`src/rtl/core/rdc_pkg.sv`:
```
// Shared definitions for the radix digit converter: field layout, cell control
// and the digit-to-character map. Depends on nothing; every core file imports it.
package rdc_pkg;

    localparam int VALUE_BITS_DEF = 64;
    localparam int VALUE_FIELD_W  = 64;
    localparam int RADIX_W        = 5;
    localparam int DIGIT_W        = 4;
    localparam int CHAR_W         = 7;
    localparam int RADIX_LSB      = VALUE_FIELD_W;
    localparam int UPPER_BIT      = RADIX_LSB + RADIX_W;
    localparam int IN_TDATA_W     = 72;
    localparam int OUT_TDATA_W    = 8;

    localparam logic [RADIX_W-1:0] RADIX_MIN = 5'd2;
    localparam logic [RADIX_W-1:0] RADIX_MAX = 5'd16;

    localparam logic [CHAR_W-1:0] CHAR_ZERO    = 7'h30;
    localparam logic [CHAR_W-1:0] CHAR_UPPER_A = 7'h41;
    localparam logic [CHAR_W-1:0] CHAR_LOWER_A = 7'h61;

    // Broadcast control for every cell of the digit row.
    typedef struct packed {
        logic               clear;
        logic               shift;
        logic [RADIX_W-1:0] base;
    } t_cell_ctrl;

    function automatic logic [RADIX_W-1:0] clamp_radix(input logic [RADIX_W-1:0] r);
        logic [RADIX_W-1:0] res;
        if (r < RADIX_MIN) begin
            res = RADIX_MIN;
        end else if (r > RADIX_MAX) begin
            res = RADIX_MAX;
        end else begin
            res = r;
        end
        return res;
    endfunction

    function automatic logic [CHAR_W-1:0] digit_char(input logic [DIGIT_W-1:0] d,
                                                     input logic upper);
        logic [CHAR_W-1:0] res;
        if (d < 4'd10) begin
            res = CHAR_ZERO + CHAR_W'(d);
        end else if (upper) begin
            res = CHAR_UPPER_A + CHAR_W'(d - 4'd10);
        end else begin
            res = CHAR_LOWER_A + CHAR_W'(d - 4'd10);
        end
        return res;
    endfunction

endpackage

```
`src/rtl/core/rdc_cell.sv`:
```
// One digit cell of the conversion row: doubles its digit, adds the carry from
// its less significant neighbor and reduces by the base. Depends on rdc_pkg.
module rdc_cell
    import rdc_pkg::*;
(
    input  logic               i_clk,
    input  logic               i_rst_n,
    input  t_cell_ctrl         i_ctrl,
    input  logic               i_en,
    input  logic               i_carry,
    input  logic [DIGIT_W-1:0] i_digit,
    output logic               o_en,
    output logic               o_carry,
    output logic [DIGIT_W-1:0] o_digit
);

    logic [DIGIT_W-1:0] r_digit;
    logic               r_en;
    logic               r_carry;
    logic [DIGIT_W:0]   w_sum;
    logic [DIGIT_W:0]   w_diff;
    logic               w_ge;

    assign w_sum  = {r_digit, i_carry};
    assign w_ge   = (w_sum >= i_ctrl.base);
    assign w_diff = w_sum - i_ctrl.base;

    always_ff @(posedge i_clk) begin
        if (!i_rst_n) begin
            r_en <= 1'b0;
        end else if (i_ctrl.clear || i_ctrl.shift) begin
            r_en <= 1'b0;
        end else begin
            r_en <= i_en;
        end
    end

    always_ff @(posedge i_clk) begin
        if (i_ctrl.clear) begin
            r_digit <= '0;
        end else if (i_ctrl.shift) begin
            r_digit <= i_digit;
        end else if (i_en) begin
            r_digit <= w_ge ? w_diff[DIGIT_W-1:0] : w_sum[DIGIT_W-1:0];
        end
        r_carry <= w_ge;
    end

    assign o_en    = r_en;
    assign o_carry = r_carry;
    assign o_digit = r_digit;

endmodule

```
`src/rtl/core/rdc_chain.sv`:
```
// Row of digit cells, least significant digit in cell zero, with a skewed
// carry hand-off between neighbors. Depends on rdc_pkg and rdc_cell.
module rdc_chain
    import rdc_pkg::*;
#(
    parameter int CELLS = VALUE_BITS_DEF
) (
    input  logic               i_clk,
    input  logic               i_rst_n,
    input  t_cell_ctrl         i_ctrl,
    input  logic               i_en,
    input  logic               i_bit,
    output logic               o_active,
    output logic [DIGIT_W-1:0] o_top_digit
);

    logic               w_en    [0:CELLS];
    // The carry out of the top cell is not used: a value of CELLS bits has at
    // most CELLS digits in any base from two up.
    logic               w_carry [0:CELLS];
    logic [DIGIT_W-1:0] w_digit [0:CELLS-1];
    logic [CELLS-1:0]   w_busy;

    assign w_en[0]    = i_en;
    assign w_carry[0] = i_bit;

    for (genvar i = 0; i < CELLS; i++) begin : g_cell
        logic [DIGIT_W-1:0] w_from;
        if (i == 0) begin : g_first
            assign w_from = '0;
        end else begin : g_inner
            assign w_from = w_digit[i-1];
        end
        rdc_cell u_cell (
            .i_clk   (i_clk),
            .i_rst_n (i_rst_n),
            .i_ctrl  (i_ctrl),
            .i_en    (w_en[i]),
            .i_carry (w_carry[i]),
            .i_digit (w_from),
            .o_en    (w_en[i+1]),
            .o_carry (w_carry[i+1]),
            .o_digit (w_digit[i])
        );
        assign w_busy[i] = w_en[i+1];
    end

    assign o_active    = |w_busy;
    assign o_top_digit = w_digit[CELLS-1];

endmodule

```
`src/rtl/core/radix_digit_converter.sv`:
```
// Top level of the radix digit converter: input transaction capture, sequencing
// of the digit cell row and the output register. Depends on rdc_pkg and rdc_chain.
//
// Usage. The slave channel (i_s_*) takes one transaction per number: the value,
// a radix that is clamped into 2..16, and an upper-case flag. The master channel
// (o_m_*) returns that number's ASCII digits, most significant first, without
// leading zeros; zero gives a single '0'. o_m_tlast marks the final digit.
//
// Operation. A row of VALUE_BITS digit cells converts the value with the
// shift-and-double method: value bits enter cell zero most significant first,
// and each carry is registered on its way to the next cell. Once the row has
// settled, it shifts toward its top cell; leading zero digits are dropped
// there, and every other digit is one output transaction.
//
// Reset and stalls. Reset idles the sequencer and empties the output register.
// When the receiver holds i_m_tready low, leading zeros are still dropped, but
// the row stops shifting as soon as a shown digit waits behind the pending one
// in the output register. Once the final digit is in the output register, the
// next number can be accepted while that digit still waits.
module radix_digit_converter
    import rdc_pkg::*;
#(
    parameter int VALUE_BITS = VALUE_BITS_DEF
) (
    input  logic                   i_clk,
    input  logic                   i_rst_n,
    input  logic                   i_s_tvalid,
    output logic                   o_s_tready,
    // Fields from bit 0 up: value (64), radix (5), upper_case (1), two zero bits.
    input  logic [IN_TDATA_W-1:0]  i_s_tdata,
    output logic                   o_m_tvalid,
    input  logic                   i_m_tready,
    // Fields from bit 0 up: digit_char (7), one zero bit.
    output logic [OUT_TDATA_W-1:0] o_m_tdata,
    output logic                   o_m_tlast
);

    localparam int CNT_W = $clog2(VALUE_BITS + 1);
    localparam logic [CNT_W-1:0] FEED_END = CNT_W'(VALUE_BITS);
    localparam logic [CNT_W-1:0] ONE_LEFT = CNT_W'(1);

    typedef enum logic [2:0] {
        S_IDLE = 3'b001,
        S_CONV = 3'b010,
        S_EMIT = 3'b100
    } t_state;

    t_state                  r_state;
    logic [VALUE_BITS-1:0]   r_value;
    logic [RADIX_W-1:0]      r_base;
    logic                    r_upper;
    logic [CNT_W-1:0]        r_cnt;
    logic [CNT_W-1:0]        r_left;
    logic                    r_seen;
    logic                    r_ovalid;
    logic [CHAR_W-1:0]       r_char;
    logic                    r_last;

    logic                    w_accept;
    logic                    w_feed;
    logic                    w_show;
    logic                    w_skip;
    logic                    w_load;
    logic                    w_active;
    logic [DIGIT_W-1:0]      w_top;
    t_cell_ctrl              w_ctrl;

    assign o_s_tready = (r_state == S_IDLE);
    assign w_accept   = i_s_tvalid && o_s_tready;
    assign w_feed     = (r_state == S_CONV) && (r_cnt != FEED_END);

    // A digit is shown once a nonzero digit has appeared, and the least
    // significant digit is always shown so that zero still gives one digit.
    assign w_show = r_seen || (w_top != '0) || (r_left == ONE_LEFT);
    assign w_skip = (r_state == S_EMIT) && !w_show;
    assign w_load = (r_state == S_EMIT) && w_show && (!r_ovalid || i_m_tready);

    assign w_ctrl.clear = w_accept;
    assign w_ctrl.shift = w_skip || w_load;
    assign w_ctrl.base  = r_base;

    rdc_chain #(
        .CELLS (VALUE_BITS)
    ) u_chain (
        .i_clk       (i_clk),
        .i_rst_n     (i_rst_n),
        .i_ctrl      (w_ctrl),
        .i_en        (w_feed),
        .i_bit       (r_value[VALUE_BITS-1]),
        .o_active    (w_active),
        .o_top_digit (w_top)
    );

    // Sequencer and output valid.
    always_ff @(posedge i_clk) begin
        if (!i_rst_n) begin
            r_state  <= S_IDLE;
            r_cnt    <= '0;
            r_left   <= '0;
            r_seen   <= 1'b0;
            r_ovalid <= 1'b0;
        end else begin
            unique case (r_state)
                S_IDLE: begin
                    if (w_accept) begin
                        r_state <= S_CONV;
                        r_cnt   <= '0;
                        r_seen  <= 1'b0;
                    end
                end
                S_CONV: begin
                    if (w_feed) begin
                        r_cnt <= r_cnt + ONE_LEFT;
                    end else if (!w_active) begin
                        // The last carry has left the top cell: digits are final.
                        r_state <= S_EMIT;
                        r_left  <= FEED_END;
                    end
                end
                S_EMIT: begin
                    if (w_skip || w_load) begin
                        r_left <= r_left - ONE_LEFT;
                    end
                    if (w_load) begin
                        r_seen <= 1'b1;
                        if (r_left == ONE_LEFT) begin
                            r_state <= S_IDLE;
                        end
                    end
                end
                default: begin
                    r_state <= S_IDLE;
                end
            endcase

            if (w_load) begin
                r_ovalid <= 1'b1;
            end else if (i_m_tready) begin
                r_ovalid <= 1'b0;
            end
        end
    end

    // Payload registers.
    always_ff @(posedge i_clk) begin
        if (w_accept) begin
            r_value <= i_s_tdata[VALUE_BITS-1:0];
            r_base  <= clamp_radix(i_s_tdata[RADIX_LSB +: RADIX_W]);
            r_upper <= i_s_tdata[UPPER_BIT];
        end else if (w_feed) begin
            r_value <= {r_value[VALUE_BITS-2:0], 1'b0};
        end
        if (w_load) begin
            r_char <= digit_char(w_top, r_upper);
            r_last <= (r_left == ONE_LEFT);
        end
    end

    assign o_m_tvalid = r_ovalid;
    assign o_m_tdata  = {1'b0, r_char};
    assign o_m_tlast  = r_last;

endmodule
```
`config.mk`:
```
export PLATFORM = sky130hd
export DESIGN_NAME = radix_digit_converter
export DESIGN_NICKNAME = d
export VERILOG_FILES = /design/src/rtl/core/rdc_pkg.sv /design/src/rtl/core/rdc_cell.sv /design/src/rtl/core/rdc_chain.sv /design/src/rtl/core/radix_digit_converter.sv
export SDC_FILE = /design/constraint.sdc
export NUM_CORES = 1
export LEC_CHECK = 0
export BUFFER_PORTS_ARGS = -buffer_cell sky130_fd_sc_hd__buf_2
export CAP_MARGIN = 40
export CORE_MARGIN = 2
export CORE_UTILIZATION = 40
export DETAILED_ROUTE_END_ITERATION = 16
export MAX_ROUTING_LAYER = met4
export SLEW_MARGIN = 20
export SYNTH_ARGS = -nofsm -noshare
export SYNTH_HDL_FRONTEND = slang
export SYNTH_HIERARCHICAL = 1
export SYNTH_SLANG_ARGS = --single-unit
```
`constraint.sdc`:
```
create_clock -name i_clk -period 21.3 [get_ports i_clk]
set_clock_uncertainty 0.2 [all_clocks]
set_input_delay 1.065 -clock i_clk [delete_from_list [all_inputs] [get_ports i_clk]]
set_output_delay 1.065 -clock i_clk [all_outputs]
set_load 0.01 [all_outputs]
```
==> results of run 1 <==
worst paths after layout:
kind	from	end	slack [ns]	cells after the start
worst max-delay path	r_state[0]$_SDFFE_PN1P_	u_chain/g_cell[45].u_cell/o_digit[0]$_SDFFE_PP0P_	17.07	11
worst min-delay path	r_left[5]$_SDFFE_PN0P_	r_left[5]$_SDFFE_PN0P_	0.30	2
worst max register to register	r_state[0]$_SDFFE_PN1P_	u_chain/g_cell[45].u_cell/o_digit[0]$_SDFFE_PP0P_	17.07	11
worst min register to register	r_left[5]$_SDFFE_PN0P_	r_left[5]$_SDFFE_PN0P_	0.30	2
worst max-delay path, cell delays in order, from the launching register on:
cell and delay [ns]:
dfxtp_1 0.44, nor3b_1 0.23, buf_4 0.18, nand2_2 0.10, inv_8 0.23, buf_16 0.38, buf_4 0.74, buf_12 0.56
nor3b_4 0.16, nand2_1 0.12, nor3_1 0.05, a311o_1 0.34
power breakdown:
part / switching [mW] / leakage [nW] / total, mW / internal (mW)
Combinational: 0.236 / 12.2 / 0.361 / 0.125
Sequential: 0.00991 / 4.01 / 0.964 / 0.954
Clock: 0.412 / 0.909 / 0.980 / 0.568
state kept, by name, indices dropped and copies added, names as in the netlist:
register	cells
u_chain/g_cell.u_cell/o_en	64
r_left	7
o_m_tlast	1
r_seen	1
r_value	64
r_char	7
r_upper	1
r_cnt	7
u_chain/g_cell.u_cell/o_digit	256
r_state	3
r_base	5
u_chain/g_cell.u_cell/o_carry	63
o_m_tvalid	1
metrics by stage:
stage | cells | worst slack (ns) | hold WS (ns)
2_1_floorplan | 4182 | 8.67 | 0.259
3_3_place_gp | 5316 | 16.15 | 0.283
3_5_place_dp | 5320 | 16.13 | 0.289
4_1_cts | 5425 | 16.31 | 0.299
5_1_grt | 5431 | 16.83 | 0.314
6_report | 5431 | 17.07 | 0.300
metal layers:
metal | track usage | vias up
met1 | 0.237 | 13600
met2 | 0.305 | 371
met3 | 0.0197 | 92
met5 | - | -
met4 | 0.0412 | 0
li1 | - | 14700
cell usage in the layout, fill, tap and decap left out, types with 65 or more instances in the layout:
| cell | n |
|---|---|
| nand2_1 | 608 |
| inv_1 | 483 |
| dfxtp_1 | 402 |
| ha_1 | 329 |
| a21oi_1 | 266 |
| nor3b_1 | 260 |
| nor2_1 | 204 |
| nor3_1 | 194 |
| a311o_1 | 192 |
| xor2_1 | 133 |
| buf_2 | 82 |
| edfxtp_1 | 78 |
| o21ai_0 | 74 |
| and2_1 | 67 |
| a21oi_2 | 65 |
layout make-up:
class / count / share of cell area
clock buffers: 84 / 0.0413
multi-input cells: 3031 / 0.569
repair buffers: 115 / 0.0221
clock inverters: 21 / 0.00498
well taps: 1176 / 0.0371
flip-flops and latches: 480 / 0.262
inverters: 524 / 0.0636
==> impl_results.rst, run 1 <==
.. list-table::
   :header-rows: 1

   * - Metric
     - Value
   * - Total of warnings raised by yosys
     - 6
   * - Count of buffers inserted at the top-level ports
     - between 80 and 90
   * - Total GRT Usage
     - 0.182
   * - Worst-case vdd ir drop
     - between 0.05 and 0.06 mV
   * - Setup violation total in the final timing report
     - 0
   * - Critical Path AT
     - 4.55 ns
   * - Floorplan die height
     - approximately 310 um
   * - Via count of the first global-routing pass
     - 27700
   * - Number of buffers inserted during clock tree synthesis
     - between 50 and 60
   * - Max Transition Viols Final
     - 0
   * - Post-layout power
     - 2.30 mW
   * - Nature of the critical path startpoint
     - flip-flop
   * - Detailed route wirelength on metal3
     - between 2 and 3 mm
   * - Sum of overflow across all layers after global routing
     - 0
   * - Area of the die
     - 0.0940 mm2
   * - Part of the cycle the worst path needs
     - 0.199
   * - Post-detailed-routing wire length
     - ~84 mm
   * - Top routing layer used
     - met4
   * - Area of the core
     - 0.0904 mm2
   * - Antenna cell count
     - 0
   * - Pin count of the biggest net entering global routing
     - ~180
   * - Worst hold path class
     - reg -> reg
   * - Data required time of the worst path
     - approximately 22 ns
   * - Antenna violations before repair
     - 0
   * - Count of antenna-violating nets left after detailed routing
     - 0
   * - Power per cell area
     - ~58 mW/mm2
   * - Static Leak
     - 17.2 nW
   * - Outcome
     - complete, no violations
   * - Placed wire-length estimate after detailed placement
     - about 56 mm
   * - Detailed route wirelength on metal2
     - 39.6 mm
   * - Number of failing hold endpoints at the final stage
     - 0
   * - # IOs
     - just under 90
   * - M1 wire length
     - between 40 and 50 mm
   * - Layout filler cell count
     - ~9000
   * - Clock input transition at the sequential cells of the worst setup and hold paths
     - about 0.06 ns
   * - Maximum clock rate
     - 236 MHz
   * - Detailed-route via count
     - between 20000 and 30000
   * - Synthesized area per cell
     - between 8 and 9 um2
   * - RD Place Congestion
     - around 0.80
   * - Post-CTS setup repair buffer count
     - 0
   * - Kind of end point of the critical path
     - flip-flop
   * - # H-tree levels
     - 2
   * - Post-layout util
     - 0.439
   * - Clock sink count
     - between 400 and 500
   * - Net total in the final layout
     - between 4000 and 5000
   * - Critical setup path kind
     - reg -> reg
   * - Clock network latency to the later pin of the worst-skew pair
     - ~0.64 ns
   * - Total negative setup slack
     - 0 ns
   * - Share of layout cells above drive strength 1
     - 0.140
   * - Router iterations before antenna repair
     - 5
   * - Count of hold buffers inserted by post-cts repair
     - 0
   * - TritonCTS clock tree
     - built
   * - Post-synthesis cell area
     - around 0.037 mm2
   * - Area grow syn2layout
     - 8.46%
   * - Initial Utilization
     - 0.405
   * - Post-cts gate resize count
     - 0
   * - Detailed Route Iter0 Violations
     - about 1700
   * - Floorplan die width
     - between 300 and 400 um
   * - Wire per inst
     - roughly 15 um
   * - Routed vias/inst
     - about 5.3
   * - Combined flip-flop and latch cell area
     - slightly above 0.01 mm2
   * - Area used by multi-input combinational logic
     - 0.0226 mm2
   * - Final critical-path required period
     - roughly 4.2 ns
   * - Number of buffers between clock root and the deepest sink
     - 3
   * - Unrepaired setup endpoints after global routing
     - false
   * - Total placed instance area
     - roughly 0.038 mm2
   * - Root buffer cell
     - clkbuf_16
   * - Remaining routing DRC violations
     - 0
   * - First-pass GRT wire length
     - approximately 140 mm
   * - Post-layout instance area
     - 0.0397 mm2
   * - Max cap viols
     - 0
   * - Slew at the pin with the worst max-slew slack
     - 1.06 ns
   * - Worst rel slew slack
     - 0.295
   * - Site row count
     - 110
   * - Top fanout value on the critical path
     - 144
   * - Synthesized netlist cell count
     - around 4200
No activity file was read; power rests on OpenSTA's default activity.
==> inputs of run 2 (changes only) <==
==> constraint.sdc (replaced) <==
create_clock -name i_clk -period 3.75 [get_ports i_clk]
set_clock_uncertainty 0.2 [all_clocks]
set_input_delay 0.1875 -clock i_clk [delete_from_list [all_inputs] [get_ports i_clk]]
set_output_delay 0.1875 -clock i_clk [all_outputs]
set_load 0.01 [all_outputs]
==> run 2 against run 1 <==
Die area did not move. Cell area rose by 2.6%. Count of clock-buffer cells in the layout rose by 9. Hold slack got worse by 0.22 ns. Highest routed layer unchanged.
==> impl_results.rst, run 2 (synthesized netlist as in run 1, its figures left out) <==
.. list-table::
   :header-rows: 1

   * - Metric
     - Value
   * - Clock share of power
     - 0.429 (+0.004)
   * - # H-tree levels
     - 2 (unchanged)
   * - Root buffer cell
     - clkbuf_16
   * - Via count of the first global-routing pass
     - 28700 (+3.8%)
   * - Outcome
     - complete, no violations
   * - Floorplan die height
     - 307 um (unchanged)
   * - Cell at the slowest stage of the critical path
     - or4b_4
   * - Number of failing hold endpoints at the final stage
     - 0 (unchanged)
   * - Comb pwr share
     - 0.160 (+0.003)
   * - Post-layout instance area
     - 0.0408 mm2 (+2.6%)
   * - Setup violation total in the final timing report
     - 0 (unchanged)
   * - Worst Hold Launch
     - i_s_tdata[69]
   * - Post-detailed-routing wire length
     - 86.1 mm (+2.6%)
   * - Post-layout power
     - 13.3 mW (+480%)
   * - Data required time of the worst path
     - 4.06 ns (-17.56 ns)
   * - Commonest non-fill, non-tap cells in the layout
     - nand2_1 (608), inv_1 (483), dfxtp_1 (402), ha_1 (329), a21oi_1 (266)
   * - Final critical-path required period
     - 3.22 ns (-1.01 ns)
   * - Critical path launch point
     - u_chain/g_cell[63].u_cell/o_digit[1]$_SDFFE_PP0P_
   * - TritonCTS clock tree
     - built
   * - Part of the cycle the worst path needs
     - 0.859 (+0.661)
   * - Area grow syn2layout
     - 11.3%
   * - Sw power
     - 3.79 mW (+480%)
   * - Placed wire-length estimate after detailed placement
     - 58.0 mm (+3.1%)
   * - Static Leak
     - 17.6 nW (+2.7%)
   * - Total GRT Usage
     - 0.188 (+0.00535)
   * - Nature of the critical path startpoint
     - flip-flop
   * - Clock network latency to the later pin of the worst-skew pair
     - 0.65 ns (about the same)
   * - Count of antenna-violating nets left after detailed routing
     - 0 (unchanged)
   * - Maximum clock rate
     - 310 MHz (+31%)
   * - Router iterations before antenna repair
     - 5 (unchanged)
   * - # IOs
     - 87 (unchanged)
   * - Worst hold path stage count
     - 2 (unchanged)
   * - Area of the core
     - 0.0904 mm2 (unchanged)
   * - Critical setup path kind
     - reg -> reg
   * - Total internal power
     - 9.55 mW (+480%)
   * - Crit path depth
     - 11 (unchanged)
   * - CP most frequent cell
     - buf_12
   * - CP Cell Sequence
     - inv_1, ha_1, or4b_4, a22o_4, nor2_4, buf_12, buf_12, nor3b_1, a21oi_1, nor2_1, a311o_1
   * - Total placed instance area
     - 0.0381 mm2 (+0.89%)
   * - Total negative setup slack
     - 0 ns (unchanged)
   * - Routed vias/inst
     - 5.30 (+0.22%)
   * - Number of buffers inserted during clock tree synthesis
     - 59 (+1.7%)
   * - Origin of the critical flop-to-flop path
     - u_chain/g_cell[63].u_cell/o_digit[1]$_SDFFE_PP0P_
   * - Sum of overflow across all layers after global routing
     - 0 (unchanged)
   * - Sw Share
     - 0.284 (-0.00174)
   * - Detailed Route Iter0 Violations
     - 1639 (-3.8%)
   * - Slew at the pin with the worst max-slew slack
     - 0.835 ns (-0.222 ns)
   * - Count of buffers inserted at the top-level ports
     - 83 (unchanged)
   * - Worst rel slew slack
     - 0.438 (+0.143)
   * - Peak per-stage delay on the critical path
     - 0.49 ns (-0.25 ns)
   * - Family with the most delay on the worst path
     - simple AND/OR/NAND/NOR gates
   * - Max cap viols
     - 0 (unchanged)
   * - Initial Utilization
     - 0.405 (unchanged)
   * - Clock sink count
     - 480 (unchanged)
   * - Power per cell area
     - 327 mW/mm2 (+460%)
   * - Flip-flop count of the largest register, all copies and words added
     - 256 (unchanged)
   * - Antenna violations before repair
     - 1 (+1)
   * - Number of buffers between clock root and the deepest sink
     - 3 (unchanged)
   * - Critical Path AT
     - 3.53 ns (-1.02 ns)
   * - Length in cells of the worst reg-to-reg path
     - 11 (unchanged)
   * - Sequential group share of total power
     - 0.411 (-0.007)
   * - Net total in the final layout
     - 4777 (+2.1%)
   * - RD Place Congestion
     - 0.812 (+1.4%)
   * - Post-cts gate resize count
     - 0 (unchanged)
   * - Worst setup slack after placement
     - 0.555 ns (-15.58 ns)
   * - Pin count of the biggest net entering global routing
     - 74 (-59%)
   * - Max Transition Viols Final
     - 0 (unchanged)
   * - Share of layout cells above drive strength 1
     - 0.141 (+0.000949)
   * - Worst hold path class
     - in -> reg
   * - Area of the die
     - 0.0940 mm2 (unchanged)
   * - Post-CTS setup repair buffer count
     - 0 (unchanged)
   * - Worst reg-to-reg setup slack
     - 0.53 ns (-16.54 ns)
   * - Detailed-route via count
     - 29300 (+2.1%)
   * - Wire per inst
     - 15.6 um (+0.72%)
   * - Clock input transition at the sequential cells of the worst setup and hold paths
     - 0.06 ns (about the same)
   * - Buf+Inv Stages, Crit Path
     - 3 (-2)
   * - Critical R2R Capture
     - u_chain/g_cell[40].u_cell/o_digit[1]$_SDFFE_PP0P_
   * - Site row count
     - 110 (unchanged)
   * - Worst-case vdd ir drop
     - 0.357 mV (+550%)
   * - Setup slack after layout
     - 0.528 ns (-16.54 ns)
   * - Floorplan die width
     - 307 um (unchanged)
   * - Unrepaired setup endpoints after global routing
     - false
   * - Kind of end point of the critical path
     - flip-flop
   * - Most common cell after layout, fill and taps aside
     - nand2_1
   * - Remaining routing DRC violations
     - 0 (unchanged)
   * - First-pass GRT wire length
     - 145 mm (+3.3%)
   * - Top fanout value on the critical path
     - 59 (-59%)
   * - CP Capture Point
     - u_chain/g_cell[40].u_cell/o_digit[1]$_SDFFE_PP0P_
## run 2: changes by cell type in the layout (fill, tap and decap cells not counted), moves of 2 or more
cell / change
buf_12: +17
buf_16: -9
buf_4: +12
clkbuf_1: +4
clkbuf_8: +5
clkinv_16: +2
clkinv_2: -6
dlygate4sd3_1: +77
## run 2: timing repair
item,CTS,global route
endpoints found under the hold margin,116,0
endpoints found under the setup margin,0,0
hold buffers,77,0
## run 2: cell type report
type / count / area [um2]
antenna: 1 / 2.50
clock buffer: 93 / 1720
clock inverter: 14 / 206
fill: 8706 / 49700
inverter: 524 / 2520
multi-input combinational: 3031 / 22600
sequential: 480 / 10400
tap: 1176 / 1470
timing repair buffer: 212 / 1830
## run 2: power by group through the flow
stage	sequential [mW]	combinational [mW]	clock, mW
CTS	5.48	2.16	5.90
global placement	5.59	2.06	0
global route	5.50	2.42	6.11
floorplan	5.63	1.53	0
finish	5.49	2.13	5.72
detailed placement	5.59	2.08	0
## run 2: per-layer routing
metal | global-route usage | vias to the layer above | wire length (um)
met5 | - | - | 0
met4 | 0.0439 | 0 | 1760
met3 | 0.0185 | 130 | 2480
met2 | 0.315 | 389 | 40700
met1 | 0.243 | 13900 | 41100
li1 | - | 14900 | -
## run 2: metrics by stage
| step | cells | hold slack (ns) | util |
|---|---|---|---|
| after floorplan | 4182 | 0.0864 | - |
| after global placement | 5346 | 0.169 | 0.421 |
| after detailed placement | 5346 | 0.173 | 0.421 |
| after CTS | 5530 | 0.0512 | 0.451 |
| after global routing | 5531 | 0.0462 | 0.451 |
| final | 5531 | 0.0789 | 0.451 |
## run 2: worst min-delay path by stage
stage / end / slack [ns]
global route: r_upper$_DFFE_PP_ / 0.05
finish: r_upper$_DFFE_PP_ / 0.08
global placement: r_upper$_DFFE_PP_ / 0.17
CTS: r_upper$_DFFE_PP_ / 0.05
detailed placement: r_upper$_DFFE_PP_ / 0.17
floorplan: r_upper$_DFFE_PP_ / 0.09
